--- src/uer_pkg.sv ---
// Package with the constants, types and helper functions of the echo ranger.
package uer_pkg;

    // Timer arithmetic width; 16 to 64 bits.
    localparam int TIME_WIDTH = 32;
    localparam int TIME_IN_W  = 32;
    localparam int ECHO_W     = 1;

    localparam int DIST_W     = 28;
    localparam int FACTOR_W   = 6;
    localparam int TEMP_W     = 8;

    localparam longint DIST_MAX     = 134217727;
    localparam int     FACTOR_RESET = 58;

    // Sound-speed factor: FACT_NUM / (FACT_SLOPE * T + FACT_BASE).
    localparam int FACT_NUM   = 20000000;
    localparam int FACT_SLOPE = 606;
    localparam int FACT_BASE  = 331300;

    // Shared divider: the dividend must hold a time difference and the quotient
    // must be comparable against the distance ceiling.
    localparam int DIV_NW  = (TIME_WIDTH > DIST_W) ? TIME_WIDTH : DIST_W;
    // Largest divisor is 606 * 255 + 331300 = 485830, which fits in 19 bits.
    localparam int DIV_DW  = 19;
    localparam int DIV_CNT_W = $clog2(DIV_NW);

    typedef struct packed {
        logic              start;
        logic [DIV_NW-1:0] num;
        logic [DIV_DW-1:0] den;
    } t_div_req;

    typedef struct packed {
        logic              done;
        logic [DIV_NW-1:0] quot;
    } t_div_rsp;

    // Keeps the low TIME_WIDTH bits of a timestamp, zero-extending if wider.
    function automatic logic [TIME_WIDTH-1:0] to_time(input logic [TIME_IN_W-1:0] x);
        logic [63:0] w;
        w = 64'(x);
        return w[TIME_WIDTH-1:0];
    endfunction

endpackage

--- src/uer_if.sv ---
// Handshake channel interfaces for edge events, range results and configuration.
interface uer_in_if;
    logic                           valid;
    logic                           ready;
    logic [uer_pkg::ECHO_W-1:0]     echo_level;
    logic [uer_pkg::TIME_IN_W-1:0]  time_us;

    modport source (output valid, output echo_level, output time_us, input ready);
    modport sink   (input valid, input echo_level, input time_us, output ready);
endinterface

interface uer_out_if;
    logic                               valid;
    logic                               ready;
    logic signed [uer_pkg::DIST_W-1:0]  distance_cm;
    logic                               updated;

    modport source (output valid, output distance_cm, output updated, input ready);
    modport sink   (input valid, input distance_cm, input updated, output ready);
endinterface

interface uer_cfg_if;
    logic                          valid;
    logic                          ready;
    logic [uer_pkg::TEMP_W-1:0]    temperature_c;

    modport source (output valid, output temperature_c, input ready);
    modport sink   (input valid, input temperature_c, output ready);
endinterface

--- src/uer_div.sv ---
// Bit-serial restoring divider shared by range and sound-speed factor computation.
module uer_div (
    input  logic              i_clk,
    input  logic              i_rst_n,
    input  uer_pkg::t_div_req i_req,
    output uer_pkg::t_div_rsp o_rsp
);

    logic [uer_pkg::DIV_NW-1:0]    r_num;
    logic [uer_pkg::DIV_DW-1:0]    r_den;
    logic [uer_pkg::DIV_DW-1:0]    r_rem;
    logic [uer_pkg::DIV_CNT_W-1:0] r_cnt;
    logic                          r_busy;
    logic                          r_done;

    logic [uer_pkg::DIV_DW:0]      trial;
    logic                          fits;

    // The remainder stays below the divisor, so one extra bit holds the trial value.
    assign trial = {r_rem, r_num[uer_pkg::DIV_NW-1]};
    assign fits  = trial >= {1'b0, r_den};

    always_ff @(posedge i_clk) begin
        if (!i_rst_n) begin
            r_busy <= 1'b0;
            r_done <= 1'b0;
        end else begin
            r_done <= 1'b0;
            if (i_req.start) begin
                r_num  <= i_req.num;
                r_den  <= i_req.den;
                r_rem  <= '0;
                r_cnt  <= uer_pkg::DIV_CNT_W'(uer_pkg::DIV_NW - 1);
                r_busy <= 1'b1;
            end else if (r_busy) begin
                r_rem <= fits ? uer_pkg::DIV_DW'(trial - {1'b0, r_den})
                              : trial[uer_pkg::DIV_DW-1:0];
                r_num <= {r_num[uer_pkg::DIV_NW-2:0], fits};
                if (r_cnt == '0) begin
                    r_busy <= 1'b0;
                    r_done <= 1'b1;
                end else begin
                    r_cnt <= r_cnt - 1'b1;
                end
            end
        end
    end

    assign o_rsp.done = r_done;
    assign o_rsp.quot = r_num;

endmodule

--- src/ultrasonic_echo_ranger.sv ---
// Top level of the ultrasonic echo ranger: sequencer, state and result register.
//
// Each transaction on the event channel is one edge of the echo line. A rising
// edge (echo_level 1) stores its timestamp as the pulse start and its result,
// with updated 0 and the held distance unchanged, is in the result register on
// the next cycle. A falling edge takes the timestamp difference modulo
// 2^TIME_WIDTH, divides it by the sound-speed factor in microseconds per
// centimeter, and loads its result (updated 1, new distance) into the result
// register once the divider is done; the event channel is not ready meanwhile.
// The single bit-serial divider retires one quotient bit per cycle. A
// temperature write recomputes the factor on the same divider as
// floor(20000000 / (606 * T + 331300)), and neither channel is ready meanwhile.
// After reset the factor is 58 (22 degrees Celsius) and the held distance is
// -1. A new event is taken while the previous result is being handed off, but
// not while it is still stalled.
module ultrasonic_echo_ranger (
    input  logic      i_clk,
    input  logic      i_rst_n,
    uer_in_if.sink    i_evt,
    uer_out_if.source o_res,
    uer_cfg_if.sink   i_cfg
);

    typedef enum logic [1:0] {
        S_IDLE,
        S_MEAS,
        S_FACT
    } t_state_e;

    t_state_e                              r_state;
    logic [uer_pkg::TIME_WIDTH-1:0]        r_pulse_start;
    logic signed [uer_pkg::DIST_W-1:0]     r_held;
    logic [uer_pkg::FACTOR_W-1:0]          r_factor;
    logic                                  r_out_valid;
    logic                                  r_out_updated;

    logic                                  in_ready;
    logic                                  cfg_ready;
    logic                                  in_acc;
    logic                                  cfg_acc;
    logic                                  res_load;
    logic [uer_pkg::TIME_WIDTH-1:0]        evt_time;
    logic [uer_pkg::TIME_WIDTH-1:0]        delta;
    logic [uer_pkg::DIV_DW-1:0]            fact_den;
    logic [uer_pkg::DIST_W-1:0]            n_held;

    uer_pkg::t_div_req                     div_req;
    uer_pkg::t_div_rsp                     div_rsp;

    // A new event may enter only when the sequencer is idle, no temperature write
    // is offered and the result register is empty or being emptied this same cycle.
    assign in_ready  = (r_state == S_IDLE) && (!r_out_valid || o_res.ready) && !i_cfg.valid;
    assign cfg_ready = (r_state == S_IDLE);
    assign in_acc    = i_evt.valid && in_ready;
    assign cfg_acc   = i_cfg.valid && cfg_ready;

    // The result register is loaded by an accepted rising edge or by the end of
    // a range computation; otherwise it empties once the receiver takes it.
    assign res_load  = (in_acc && i_evt.echo_level[0])
                     || ((r_state == S_MEAS) && div_rsp.done);

    assign evt_time = uer_pkg::to_time(i_evt.time_us);
    // Wraps naturally modulo 2^TIME_WIDTH.
    assign delta    = evt_time - r_pulse_start;
    assign fact_den = uer_pkg::DIV_DW'(uer_pkg::FACT_BASE)
                    + uer_pkg::DIV_DW'(uer_pkg::FACT_SLOPE)
                    * uer_pkg::DIV_DW'(i_cfg.temperature_c);

    // The divider is started either for the range quotient of a falling edge
    // or for the sound-speed factor of a temperature write.
    always_comb begin
        div_req.start = cfg_acc || (in_acc && !i_evt.echo_level[0]);
        if (cfg_acc) begin
            div_req.num = uer_pkg::DIV_NW'(uer_pkg::FACT_NUM);
            div_req.den = fact_den;
        end else begin
            div_req.num = uer_pkg::DIV_NW'(delta);
            div_req.den = uer_pkg::DIV_DW'(r_factor);
        end
    end

    // Quotients beyond the positive range of the distance field saturate.
    assign n_held = (div_rsp.quot > uer_pkg::DIV_NW'(uer_pkg::DIST_MAX))
                  ? uer_pkg::DIST_W'(uer_pkg::DIST_MAX)
                  : div_rsp.quot[uer_pkg::DIST_W-1:0];

    uer_div u_div (
        .i_clk   (i_clk),
        .i_rst_n (i_rst_n),
        .i_req   (div_req),
        .o_rsp   (div_rsp)
    );

    always_ff @(posedge i_clk) begin
        if (!i_rst_n) begin
            r_state       <= S_IDLE;
            r_pulse_start <= '0;
            r_held        <= '1;
            r_factor      <= uer_pkg::FACTOR_W'(uer_pkg::FACTOR_RESET);
            r_out_valid   <= 1'b0;
            r_out_updated <= 1'b0;
        end else begin
            if (res_load) begin
                r_out_valid <= 1'b1;
            end else if (o_res.ready) begin
                r_out_valid <= 1'b0;
            end
            unique case (r_state)
                S_IDLE: begin
                    if (cfg_acc) begin
                        r_state <= S_FACT;
                    end else if (in_acc) begin
                        if (i_evt.echo_level[0]) begin
                            r_pulse_start <= evt_time;
                            r_out_updated <= 1'b0;
                        end else begin
                            r_state <= S_MEAS;
                        end
                    end
                end
                S_MEAS: begin
                    if (div_rsp.done) begin
                        r_held        <= n_held;
                        r_out_updated <= 1'b1;
                        r_state       <= S_IDLE;
                    end
                end
                S_FACT: begin
                    if (div_rsp.done) begin
                        r_factor <= div_rsp.quot[uer_pkg::FACTOR_W-1:0];
                        r_state  <= S_IDLE;
                    end
                end
                default: begin
                    r_state <= S_IDLE;
                end
            endcase
        end
    end

    assign i_evt.ready       = in_ready;
    assign i_cfg.ready       = cfg_ready;
    assign o_res.valid       = r_out_valid;
    assign o_res.distance_cm = r_held;
    assign o_res.updated     = r_out_updated;

endmodule

--- src/flat_wrapper.sv ---
// flat-port wrapper written by rule: the top's interface ports become plain ports
module ultrasonic_echo_ranger_flat 
  (i_clk, i_rst_n, i_evt_valid, i_evt_echo_level, i_evt_time_us, i_evt_ready, o_res_valid, o_res_distance_cm, o_res_updated, o_res_ready, i_cfg_valid, i_cfg_temperature_c, i_cfg_ready);
  uer_in_if i_evt_i ();
  uer_out_if o_res_i ();
  uer_cfg_if i_cfg_i ();
  input  logic i_clk;
  input  logic i_rst_n;
  input wire logic [$bits(i_evt_i.valid)-1:0] i_evt_valid;
  input wire logic [$bits(i_evt_i.echo_level)-1:0] i_evt_echo_level;
  input wire logic [$bits(i_evt_i.time_us)-1:0] i_evt_time_us;
  output wire logic [$bits(i_evt_i.ready)-1:0] i_evt_ready;
  output wire logic [$bits(o_res_i.valid)-1:0] o_res_valid;
  output wire logic [$bits(o_res_i.distance_cm)-1:0] o_res_distance_cm;
  output wire logic [$bits(o_res_i.updated)-1:0] o_res_updated;
  input wire logic [$bits(o_res_i.ready)-1:0] o_res_ready;
  input wire logic [$bits(i_cfg_i.valid)-1:0] i_cfg_valid;
  input wire logic [$bits(i_cfg_i.temperature_c)-1:0] i_cfg_temperature_c;
  output wire logic [$bits(i_cfg_i.ready)-1:0] i_cfg_ready;
  assign i_evt_i.valid = i_evt_valid;
  assign i_evt_i.echo_level = i_evt_echo_level;
  assign i_evt_i.time_us = i_evt_time_us;
  assign i_evt_ready = i_evt_i.ready;
  assign o_res_valid = o_res_i.valid;
  assign o_res_distance_cm = o_res_i.distance_cm;
  assign o_res_updated = o_res_i.updated;
  assign o_res_i.ready = o_res_ready;
  assign i_cfg_i.valid = i_cfg_valid;
  assign i_cfg_i.temperature_c = i_cfg_temperature_c;
  assign i_cfg_ready = i_cfg_i.ready;
  ultrasonic_echo_ranger u_core (.i_clk(i_clk), .i_rst_n(i_rst_n), .i_evt(i_evt_i), .o_res(o_res_i), .i_cfg(i_cfg_i));
endmodule
--- config.mk ---
export PLATFORM = sky130hd
export DESIGN_NAME = ultrasonic_echo_ranger_flat
export DESIGN_NICKNAME = d
export VERILOG_FILES = /design/src/uer_pkg.sv /design/src/uer_if.sv /design/src/uer_div.sv /design/src/ultrasonic_echo_ranger.sv /design/src/flat_wrapper.sv
export SDC_FILE = /design/constraint.sdc
export NUM_CORES = 1
export LEC_CHECK = 0
export BUFFER_PORTS_ARGS = -buffer_cell sky130_fd_sc_hd__buf_2
export CAP_MARGIN = 20
export CORE_MARGIN = 2
export CORE_UTILIZATION = 59
export CTS_BUF_LIST = sky130_fd_sc_hd__clkbuf_4 sky130_fd_sc_hd__clkbuf_8
export CTS_CLUSTER_SIZE = 28
export DETAILED_ROUTE_END_ITERATION = 7
export PLACE_DENSITY = 0.79
export SYNTH_ARGS = -nofsm -noshare
export SYNTH_HDL_FRONTEND = slang
export SYNTH_SLANG_ARGS = --single-unit
--- constraint.sdc ---
create_clock -name i_clk -period 7.4 [get_ports i_clk]
set_clock_uncertainty 0.1 [all_clocks]
set_input_delay 0.74 -clock i_clk [delete_from_list [all_inputs] [get_ports i_clk]]
set_output_delay 0.74 -clock i_clk [all_outputs]
set_load 0.01 [all_outputs]
After elaboration in Yosys (flattened, before gate mapping)
Index checks and enable logic that the tools add are counted.

Bitwise logic cells: 3. Multiplexer cells: 24. Reductions and logical operators: 28. $lt $le $gt $ge: 2. Add/sub/neg operators: 4. Multiply operators: 1. Equality and inequality tests: 10.

Operator list (number): $mux 32 (2); $mux 51 (1); $mux 19 (2); $gt 32x27->1 const B (1); $sub 32x32->32 (1); $mux 28 (1); $ge 20x19->1 (1); $add 19x18->19 const A (1); $sub 19x19->19 (1); $mul 9x8->17 const A (1); $mux 1 (10); $mux 5 (2); $mux 2 (4); $ne 2x2->1 const B (4); $reduce_and 2->1 (4); $logic_and 1x1->1 (7); $ne 3x3->1 const B (2); $reduce_and 3->1 (2); $reduce_bool 2->1 (3); $logic_not 5->1 (1); $reduce_and 5->1 (1); $sub 5x1->5 const B (1); $ne 2x1->1 const B (2); $pmux 2 s2 (1); 10 further kinds (16).

Flip-flop bits (word level): 147. Input bits: 46. Logic and storage cells: 85. Output and inout bits: 32.

Logic depth before layout (Yosys ltp)
Gate-level depths: netlist of the first run.

Depth after elaboration: 9. Mapped depth: 16. Gate-level depth less buffers: 16.

By module
A second synthesis of the first run with hierarchy kept.

Cells, all modules: 1186. Area, all modules: 10777.8 um2.

Modules (own cells, without submodules): ultrasonic_echo_ranger (times used 1, sequential area each 1401.3 um2, area an instance 6402.4 um2, cells each 822); uer_div (times used 1, sequential area each 2292.2 um2, area an instance 4375.4 um2, cells each 364).

Least setup slack after synthesis of the first run
Ideal clock, no wire load.

Kind: input to register. Start: input port i_cfg_temperature_c[5]. End: register u_core.u_div.r_den[16] (netlist bit) (data pin). Buffers on the path: 0. Slack: 1.926 ns. Cell stages on the path: 15. Data arrival time: 5.120 ns. Library setup time: 0.254 ns. Cells stage by stage: fa_1 inv_1 fa_1 fa_1 fa_1 inv_1 ha_1 a21oi_1 o21ai_0 a2111oi_1 nor2_1 xnor2_1 a311oi_1 a31oi_1 o21a_1.

Word-level cells in the longest chain between the ends: 2.

RTL lines: start, declared (RTL line flat_wrapper.sv:18) `input wire logic [$bits(i_cfg_i.temperature_c)-1:0] i_cfg_temperature_c;`; $mul 9x8->17 (RTL line ultrasonic_echo_ranger.sv:67) `* uer_pkg::DIV_DW'(i_cfg.temperature_c);`; $add 19x18->19 (RTL line ultrasonic_echo_ranger.sv:66) `+ uer_pkg::DIV_DW'(uer_pkg::FACT_SLOPE)`; end signal, assigned (RTL line uer_div.sv:31) `r_den <= i_req.den;`; end, declared (RTL line uer_div.sv:10) `logic [uer_pkg::DIV_DW-1:0] r_den;`.

No other way between the ends. A chain may end at the register's enable or synchronous reset.

Worst setup path in the final report of the first run
Same ends and word-level chain as after synthesis.

==> results of run 1 <==
## routing by layer
metal / vias to the layer above / track usage (%) / part of all wire (%)
met5: - / 0 / 0
met4: 0 / 7.27 / 1.7
met3: 32 / 3.54 / 4.5
met2: 198 / 39.0 / 47
met1: 3732 / 33.0 / 46
li1: 3984 / - / -
## worst min-delay path: cells and delay by family, from the launching register on
| kind | cells | cell delay, ps |
|---|---|---|
| flops | 1 | 320 |
| simple gates | 2 | 110 |
## metrics by stage
stage	total power [mW]	hold slack, ps
final	3.01	362
after CTS	3.01	365
after floorplan	2.09	325
after global routing	3.21	379
after detailed placement	2.34	350
after global placement	2.31	349
## registers in the layout, summed over array words and instances, names as in the netlist
signal,count
u_core.o_res.distance_cm,28
u_core.o_res.updated,1
u_core.o_res.valid,1
u_core.r_factor,6
u_core.r_pulse_start,32
u_core.r_state,2
u_core.u_div.r_busy,1
u_core.u_div.r_cnt,5
u_core.u_div.r_den,19
u_core.u_div.r_done,1
u_core.u_div.r_num,32
u_core.u_div.r_rem,19
## kinds of logic (layout without fill, tap and decap cells)
family | after synthesis | after routing
buffers and inverters | 145 | 223
xor gates and xnor gates | 66 | 66
muxes | 13 | 13
DFF | 147 | 147
AOI/OAI and AO/OA | 269 | 269
adders and majority gates | 118 | 118
and+or+nand+nor | 342 | 342
## cell type report
cell class	count	area [µm²]	area share, %
clock buffers	23	285	2.62
clock inverters	8	128	1.17
inverters	107	402	3.69
multi-input cells	808	5650	51.8
flip-flops and latches	147	3690	33.9
well taps	220	275	2.53
repair buffers	85	465	4.27
## report_power, final
part	leakage [nW]	switching, mW	internal, mW
sequential	1.30	0.0372	0.977
combinational	3.04	0.767	0.561
clock	0.216	0.305	0.362
total	4.55	1.11	1.90
## worst min-delay path by stage
stage	startpoint	end	cells past startpoint
after CTS	u_core.u_div.r_busy$_SDFF_PN0_	u_core.u_div.r_done$_SDFF_PP0_	2
after global routing	u_core.u_div.r_busy$_SDFF_PN0_	u_core.u_div.r_done$_SDFF_PP0_	2
after floorplan	u_core.u_div.r_busy$_SDFF_PN0_	u_core.u_div.r_done$_SDFF_PP0_	2
after detailed placement	u_core.u_div.r_busy$_SDFF_PN0_	u_core.u_div.r_done$_SDFF_PP0_	2
final	u_core.u_div.r_busy$_SDFF_PN0_	u_core.u_div.r_done$_SDFF_PP0_	2
after global placement	u_core.r_factor[0]$_SDFFE_PN0P_	u_core.r_factor[0]$_SDFFE_PN0P_	2
## placed cells by master, fill, tap and decap left out, drive strengths merged, types with 21 or more instances in the layout
cell    synthesis  final
a21boi         38     38
clkbuf         34     23
ha             99     99
o21ai          51     51
edfxtp         75     75
dfxtp          72     72
nor2           62     62
inv           107    110
xor2           25     25
buf             4     85
xnor2          41     41
nand3          37     37
a21oi          61     61
o22ai          29     29
nand2         161    161
a21o           21     21
==> impl_metrics.ini, run 1 <==
[global_route]
grt_pass1_wl_um = 34500
grt_max_degree = 74
grt_usage_pct = 23.9
antenna_found_initial = 0
grt_pass1_vias = 7343
grt-ovfl-total = 0

[clock_network]
postCtsSetupRepairBufs = 0
hold_buffers = 0
cts_resized = 0
clock-sinks = 147
cts_tree = built
path_clk_slew_ps = 80
clock-root-buffer = clkbuf_8
htree_levels = 4
clk_path_buf_depth = 2
clk-insertion-delay-late_ps = 450
cts_buffers = 17

[yosys]
synth_top_family_by_area = compound AO/OA/AOI/OAI gates
syn_inst = 1100
seq_area_frac_synth_pct = 37.3
synth_xor_area_share_pct = 5.84
synth-seq-cells = 147
synthTopCellsByCount = nand2_1, inv_1, ha_1
synth_edf_count = 75
synth.top_cell.area_share_pct = 22.8
synthFlopType = edfxtp_1
synthesis.nets = 1264
synth_area_um2 = 9900
synth_fa_ha_area_share_pct = 16.4
synth_top_area_cell = edfxtp_1
synth.distinct_cells = 61
ys_async_sr_fraction_pct = 0
synth-simple-area-share_pct = 15.4
synthMuxAreaShare_pct = 1.31
ys_top_cells_by_area = edfxtp_1, dfxtp_1, ha_1
synth-compound-area-share_pct = 18.1
yosys_warnings = 0
postSynthAreaPerCell_um2 = 9.00
yosysMostFrequentCell = nand2_1

[cells_and_area]
drive_above_1_share_pct = 11.1
final_util_pct = 66.2
final_area_um2 = 10900
nNetsFinal = 1330
diodes = 0
final_cells = 1398
fillers = 1386
area_growth_syn_to_layout_pct = 10.1

[die]
dieArea_um2 = 17800
die_width_um = 134
initial_core_util_pct = 60.1
die_h_um = 134
rows = 47
io_pins = 78
core_area_um2 = 16500

[drt]
remaining_drc_errors = 0
wirelength_um = 20900
drt_iter0_markers = 628
post_drt_wl_per_cell_um = 15.0
avgViaCountPerCell = 5.68
drtAntennaViolNets = 0
vias = 7946
drtPass1Iterations = 5

[setup_path]
worstSetupPathType = in -> reg
crit_cells = 16
worstSetupEndpointType = register
reg2reg_to = u_core.u_div.r_cnt[1]$_SDFFCE_PN1P_
path_max_fanout = 6
path_buf_inv = 3
reg2reg_slack_ps = 3080
crit_chain = buf_2 > fa_1 > inv_1 > fa_1 > fa_1 > fa_1 > inv_1 > ha_1 > a21oi_1 > o21ai_0 > a2111oi_1 > nor2_1 > xnor2_1 > a311oi_1 > a31oi_1 > o21a_1
required_ps = 7490
r2r_start = u_core.r_state[0]$_SDFFE_PN0P_
slowest_delay_ps = 600
endpoint = u_core.u_div.r_den[16]$_SDFFCE_PN0P_
cp_data_arrival_time_ps = 5670
cp-start-kind = input pin
cp_slowest_cell = fa_1
crit_family = adder cells
cpMostUsedCell = fa_1
r2r_cells = 9
critPathLaunch = i_cfg_temperature_c[5]

[timing]
relSlewSlack_pct = 34.9
rsz0062_at_grt = no
period_needed_ps = 5580
fmax_mhz = 179
period_share_pct = 75.4
finalSetupViolations = 0
hold_violations = 0
worst_pin_slew_ps = 977
final-max-slew-violation-count = 0
fin_setup_tns_ps = 0
layout_setup_ws_ps = 1820

[pwr]
leakage_nw = 4.55
p_per_area_nw_per_um2 = 276
ir_worst_vdd_mv = 0.210

[placement]
placed_area_um2 = 10500
dpl.hpwl_um = 15200
place_inst = 1367
detailedPlace.worstSlack_ps = 1350
place_congestion = 0.870
io_buffers = 77

[min_path]
hold_class = reg -> reg

[run]
max_cap_violations = 0

[outcome]
status = completed
No activity file was read; power rests on OpenSTA's default activity.
==> run 2: changes to the inputs <==
==> constraint.sdc (replaced) <==
create_clock -name i_clk -period 5.6 [get_ports i_clk]
set_clock_uncertainty 0.1 [all_clocks]
set_input_delay 0.56 -clock i_clk [delete_from_list [all_inputs] [get_ports i_clk]]
set_output_delay 0.56 -clock i_clk [all_outputs]
set_load 0.01 [all_outputs]
==> run 2 against run 1 <==
Effect of this change: clock power grew 41%; die area is the same; sequential power grew 33%; sequential cell count is the same; worst hold slack lost 110 ps; global-route usage grew 0.48 points; setup slack lost 1400 ps; cell area grew 0.62%; register-to-register slack lost 1100 ps; power grew 36%.
==> impl_metrics.ini, run 2 (synthesis gave the netlist of run 1 again) <==
[timing]
period_needed_ps = 5210
relSlewSlack_pct = 34.4
hold_violations = 0
period_share_pct = 93.1
final-max-slew-violation-count = 0
fmax_mhz = 192
rsz0062_at_grt = no
worst_pin_slew_ps = 981
finalSetupViolations = 0

[setup_path]
cp-start-kind = input pin
required_ps = 5690
path_max_fanout = 5
worstSetupPathType = in -> reg
cp_data_arrival_time_ps = 5310
worstSetupEndpointType = register

[drt]
drtAntennaViolNets = 0
post_drt_wl_per_cell_um = 15.0
remaining_drc_errors = 0
drt_iter0_markers = 660
drtPass1Iterations = 5
avgViaCountPerCell = 5.66
wirelength_um = 21100
vias = 7955

[clock_network]
clk-insertion-delay-late_ps = 460
cts_resized = 0
hold_buffers = 0
clock-root-buffer = clkbuf_8
htree_levels = 4
cts_tree = built
postCtsSetupRepairBufs = 0
cts_buffers = 17
path_clk_slew_ps = 90
clock-sinks = 147
clk_path_buf_depth = 2

[outcome]
status = completed

[global_route]
grtUsageMet1_pct = 33.3
grt_max_degree = 74
grtUsageMet2_pct = 39.7
top_usage_layer = met2
grt_usage_pct = 24.3
grt_pass1_wl_um = 35100
antenna_found_initial = 0
grt_use_met3_pct = 4.87
grt_pass1_vias = 7485
grt-ovfl-total = 0

[pwr]
leakage_nw = 4.59
internal_power_mw = 2.58
clock_power_share_pct = 23.0
report.power.total_mw = 4.08
seqPwrFrac_pct = 32.8
switching_power_mw = 1.50
p_comb_share_pct = 44.2
p_sw_share_pct = 36.9
p_per_area_nw_per_um2 = 372
ir_worst_vdd_mv = 0.273

[cells_and_area]
area_growth_syn_to_layout_pct = 10.8
drive_above_1_share_pct = 11.7
nNetsFinal = 1337
diodes = 0
layout_commonest_cell = nand2_1
final_area_um2 = 11000
multi_input_area_um2 = 5650
fillers = 1379
final_util_pct = 66.6
seqCellArea_um2 = 3690
final_cells = 1406
most-common-layout-cells = nand2_1, inv_1, ha_1

[run]
max_cap_violations = 0

[placement]
placed_area_um2 = 10500
place_congestion = 0.894
io_buffers = 77
dpl.hpwl_um = 15500
place_inst = 1374

[die]
initial_core_util_pct = 60.1
io_pins = 78
rows = 47
die_width_um = 134
die_h_um = 134
core_area_um2 = 16500
dieArea_um2 = 17800

[min_path]
hold_class = in -> reg
[run 2: changes by cell type in the layout (fill, tap and decap cells not counted)]
cell       delta
buf_4         +8
clkbuf_4      -2
a211oi_1      -1
a211oi_2      +1
buf_16        -1
bufinv_16     +1
clkinv_1      +1
clkinv_4      -1
inv_6         +1
inv_8         +1
[run 2: power by group through the flow]
stage	Sequential, mW	Clock [mW]	Combinational [mW]
2_1_floorplan	1.35	0	1.42
3_3_place_gp	1.36	0	1.72
3_5_place_dp	1.36	0	1.77
4_1_cts	1.34	0.949	1.79
5_1_grt	1.35	0.985	2.03
6_report	1.34	0.939	1.80
[run 2: area by class of cell]
class                      instances  area share, %
inverter                         107           3.66
clock inverter                    11           1.58
timing repair buffer              92           4.54
sequential                       147           33.7
multi-input combinational        808           51.5
clock buffer                      21           2.47
tap                              220           2.51
[run 2: path summary, 6_finish.rpt]
check	endpoint	from	slack, ps	cells past startpoint
max	u_core.u_div.r_den[17]$_SDFFCE_PN0P_	i_cfg_temperature_c[5]	390	18
min	u_core.r_pulse_start[24]$_SDFFE_PN0P_	i_evt_time_us[24]	250	3
max reg2reg	u_core.u_div.r_rem[18]$_SDFFCE_PN0P_	u_core.u_div.r_rem[8]$_SDFFCE_PN0P_	2000	10
min reg2reg	u_core.r_pulse_start[5]$_SDFFE_PN0P_	u_core.r_pulse_start[5]$_SDFFE_PN0P_	370	2
[run 2: metrics by stage]
stage,setup WS (ps),hold slack (ps),setup TNS (ps)
CTS,390,242,0
global placement,37.2,337,0
finish,387,253,0
detailed placement,-80.0,359,-109
global route,26.1,250,0
floorplan,306,325,0
[run 2: critical path: stages]
cell       delay, ps
buf_2            120
fa_1             590
inv_1             80
fa_1             510
fa_1             510
fa_1             540
inv_1             40
ha_1             350
a21oi_1          230
o21ai_0          170
a2111oi_1        440
buf_4            190
nor2_1            50
xnor2_1          290
a31oi_1          140
a41oi_1          290
xnor2_1          140
nor2_1            50
[run 2: routing by layer]
metal  vias to the layer above  routed length (µm)  share of wire [%]
li1                       4007                   -                  -
met1                      3750                9810                 46
met2                       170               10100                 48
met3                        28                 969                4.6
met4                         0                 319                1.5
met5                         -                   0                  0
==> run 3: changes to the inputs <==
--- a/config.mk
+++ b/config.mk
@@ -5,6 +5,7 @@
 export SDC_FILE = /design/constraint.sdc
 export NUM_CORES = 1
 export LEC_CHECK = 0
+export ABC_AREA = 1
 export BUFFER_PORTS_ARGS = -buffer_cell sky130_fd_sc_hd__buf_2
 export CAP_MARGIN = 20
 export CORE_MARGIN = 2
@@ -12,7 +13,7 @@
 export CTS_BUF_LIST = sky130_fd_sc_hd__clkbuf_4 sky130_fd_sc_hd__clkbuf_8
 export CTS_CLUSTER_SIZE = 28
 export DETAILED_ROUTE_END_ITERATION = 7
-export PLACE_DENSITY = 0.79
+export PLACE_DENSITY = 0.78
 export SYNTH_ARGS = -nofsm -noshare
 export SYNTH_HDL_FRONTEND = slang
 export SYNTH_SLANG_ARGS = --single-unit
==> run 3 against run 2 <==
Effect of this change: worst hold slack improved by 43 ps; largest power group unchanged; largest cell class unchanged; setup slack improved by 860 ps; synthesized cell count rose by 24%.
==> impl_metrics.ini, run 3 <==
[setup_path]
worstSetupEndpointType = register
critPathLaunch = i_cfg_temperature_c[5]
cp_slowest_cell = fa_1
r2r_cells = 7
worstSetupPathType = in -> reg
reg2reg_slack_ps = 1910
required_ps = 5700
path_max_fanout = 6
cp_data_arrival_time_ps = 4450
cpMostUsedCell = nand2_1
r2r_start = u_core.r_state[0]$_SDFFE_PN0P_
reg2reg_to = u_core.u_div.r_num[17]$_DFFE_PP_
cp-start-kind = input pin
crit_chain = buf_2 > fa_1 > inv_1 > fa_1 > fa_1 > fa_1 > inv_1 > ha_1 > nand2_1 > inv_1 > nand3_1 > nand2_1 > nand2_1 > nand2_1 > nand3_2 > nor2_2 > nor2_4 > nand2_2 > nand3_1 > nand2_1 > nor2_1
slowest_delay_ps = 590

[yosys]
synth-seq-cells = 147
seq_area_frac_synth_pct = 34.9
syn_inst = 1368
synthTopCellsByCount = nand2_1, inv_1, a21oi_1
ys_top_cells_by_area = edfxtp_1, dfxtp_1, ha_1
synthesis.nets = 1532
synth.distinct_cells = 47
yosysMostFrequentCell = nand2_1
yosys_warnings = 0
synth.top_cell.area_share_pct = 21.3
postSynthAreaPerCell_um2 = 7.73
synth_area_um2 = 10600
synth_edf_count = 75
ys_async_sr_fraction_pct = 0
synthFlopType = edfxtp_1
synth_top_area_cell = edfxtp_1

[drt]
drt_iter0_markers = 727
drtAntennaViolNets = 0
vias = 9232
remaining_drc_errors = 0
post_drt_wl_per_cell_um = 14.9
drtPass1Iterations = 5
avgViaCountPerCell = 5.51
wirelength_um = 25000

[clock_network]
htree_levels = 4
postCtsSetupRepairBufs = 0
clk-insertion-delay-late_ps = 460
path_clk_slew_ps = 90
clk_path_buf_depth = 2
clock-sinks = 147
cts_tree = built
hold_buffers = 0
cts_resized = 0
clock-root-buffer = clkbuf_8
cts_buffers = 17

[timing]
period_share_pct = 77.7
worst_pin_slew_ps = 1020
fmax_mhz = 230
finalSetupViolations = 0
fin_setup_tns_ps = 0
relSlewSlack_pct = 32.0
holdWs_ps = 297
hold_violations = 0
layout_setup_ws_ps = 1250
period_needed_ps = 4350
final-max-slew-violation-count = 0
rsz0062_at_grt = no

[die]
core_area_um2 = 17400
dieArea_um2 = 19000
rows = 48
io_pins = 78
die_width_um = 138
die_h_um = 138
initial_core_util_pct = 60.8

[pwr]
clock_power_share_pct = 15.3
p_comb_share_pct = 54.2
p_sw_share_pct = 46.7
seqPwrFrac_pct = 30.5
internal_power_mw = 2.77
leakage_nw = 5.22
switching_power_mw = 2.43
report.power.total_mw = 5.21
ir_worst_vdd_mv = 0.296
p_per_area_nw_per_um2 = 453

[cells_and_area]
drive_above_1_share_pct = 13.0
area_growth_syn_to_layout_pct = 8.63
nNetsFinal = 1602
layout_commonest_cell = nand2_1
most-common-layout-cells = nand2_1, inv_1, a21oi_1
diodes = 0

[global_route]
grt_max_degree = 68
grt_pass1_vias = 8346
grt-ovfl-total = 0
grt_pass1_wl_um = 40900
grt_usage_pct = 27.3
antenna_found_initial = 0

[placement]
dpl.hpwl_um = 19500
io_buffers = 77
place_congestion = 0.984
detailedPlace.worstSlack_ps = 752

[min_path]
min_from = i_evt_time_us[20]
whs_endpoint = u_core.r_pulse_start[20]$_SDFFE_PN0P_
holdPathStages = 3
hold_class = in -> reg

[outcome]
status = completed

[run]
max_cap_violations = 0
[run 3: cell families after synthesis]
group / count (synthesis) / synth area share [%]
xor+xnor: 26 / 2.15
buf+inv: 238 / 9.00
flops: 147 / 34.9
fa+ha+maj: 118 / 15.3
compound gates: 309 / 16.8
simple gates: 530 / 21.9
[run 3: power by group through the flow]
stage                     Clock [mW]  Combinational (mW)  Sequential (mW)
after floorplan                    0                2.26             1.57
after global placement             0                2.71             1.60
after detailed placement           0                2.79             1.61
after CTS                      0.810                2.80             1.58
after global routing           0.851                3.21             1.61
final                          0.796                2.82             1.59
[run 3: critical path: cells and delay by family]
family,cells,cell delay [ps]
adder cells (fa/ha/maj),5,2480
buffers and inverters,4,330
AND/OR/NAND/NOR,12,1070
[run 3: layer usage]
metal  part of all wire, %  vias up  global-route usage (%)
met3                   7.5       30                    5.30
met4                   1.7        0                    7.26
met2                    41      335                    39.4
met1                    50     4155                    41.8
li1                      -     4712                       -
met5                     0        -                       0
[run 3: cell type report]
| cell class | count | area [µm²] |
|---|---|---|
| Multi-Input combinational cell | 983 | 5940 |
| Fill cell | 1570 | 5920 |
| Sequential cell | 147 | 3690 |
| Inverter | 208 | 788 |
| Timing Repair Buffer | 81 | 415 |
| Tap cell | 225 | 282 |
| Clock buffer | 17 | 234 |
| Clock inverter | 15 | 139 |
[run 3: worst max path at each step]
stage                                                end  slack, ps  cells past startpoint
floorplan           u_core.u_div.r_den[17]$_SDFFCE_PN0P_       1180                     20
global placement    u_core.u_div.r_den[17]$_SDFFCE_PN0P_        830                     21
detailed placement  u_core.u_div.r_den[17]$_SDFFCE_PN0P_        750                     21
CTS                 u_core.u_div.r_den[17]$_SDFFCE_PN0P_       1250                     21
global route        u_core.u_div.r_den[17]$_SDFFCE_PN0P_        960                     21
finish              u_core.u_div.r_den[17]$_SDFFCE_PN0P_       1250                     21
[run 3: through the flow]
step	util (%)	std cells	area (µm²)
final	66.0	1676	11500
after global routing	66.0	1676	11500
after CTS	66.0	1676	11500
after detailed placement	63.9	1644	11100
after global placement	63.9	1644	11100
after floorplan	-	1368	10600
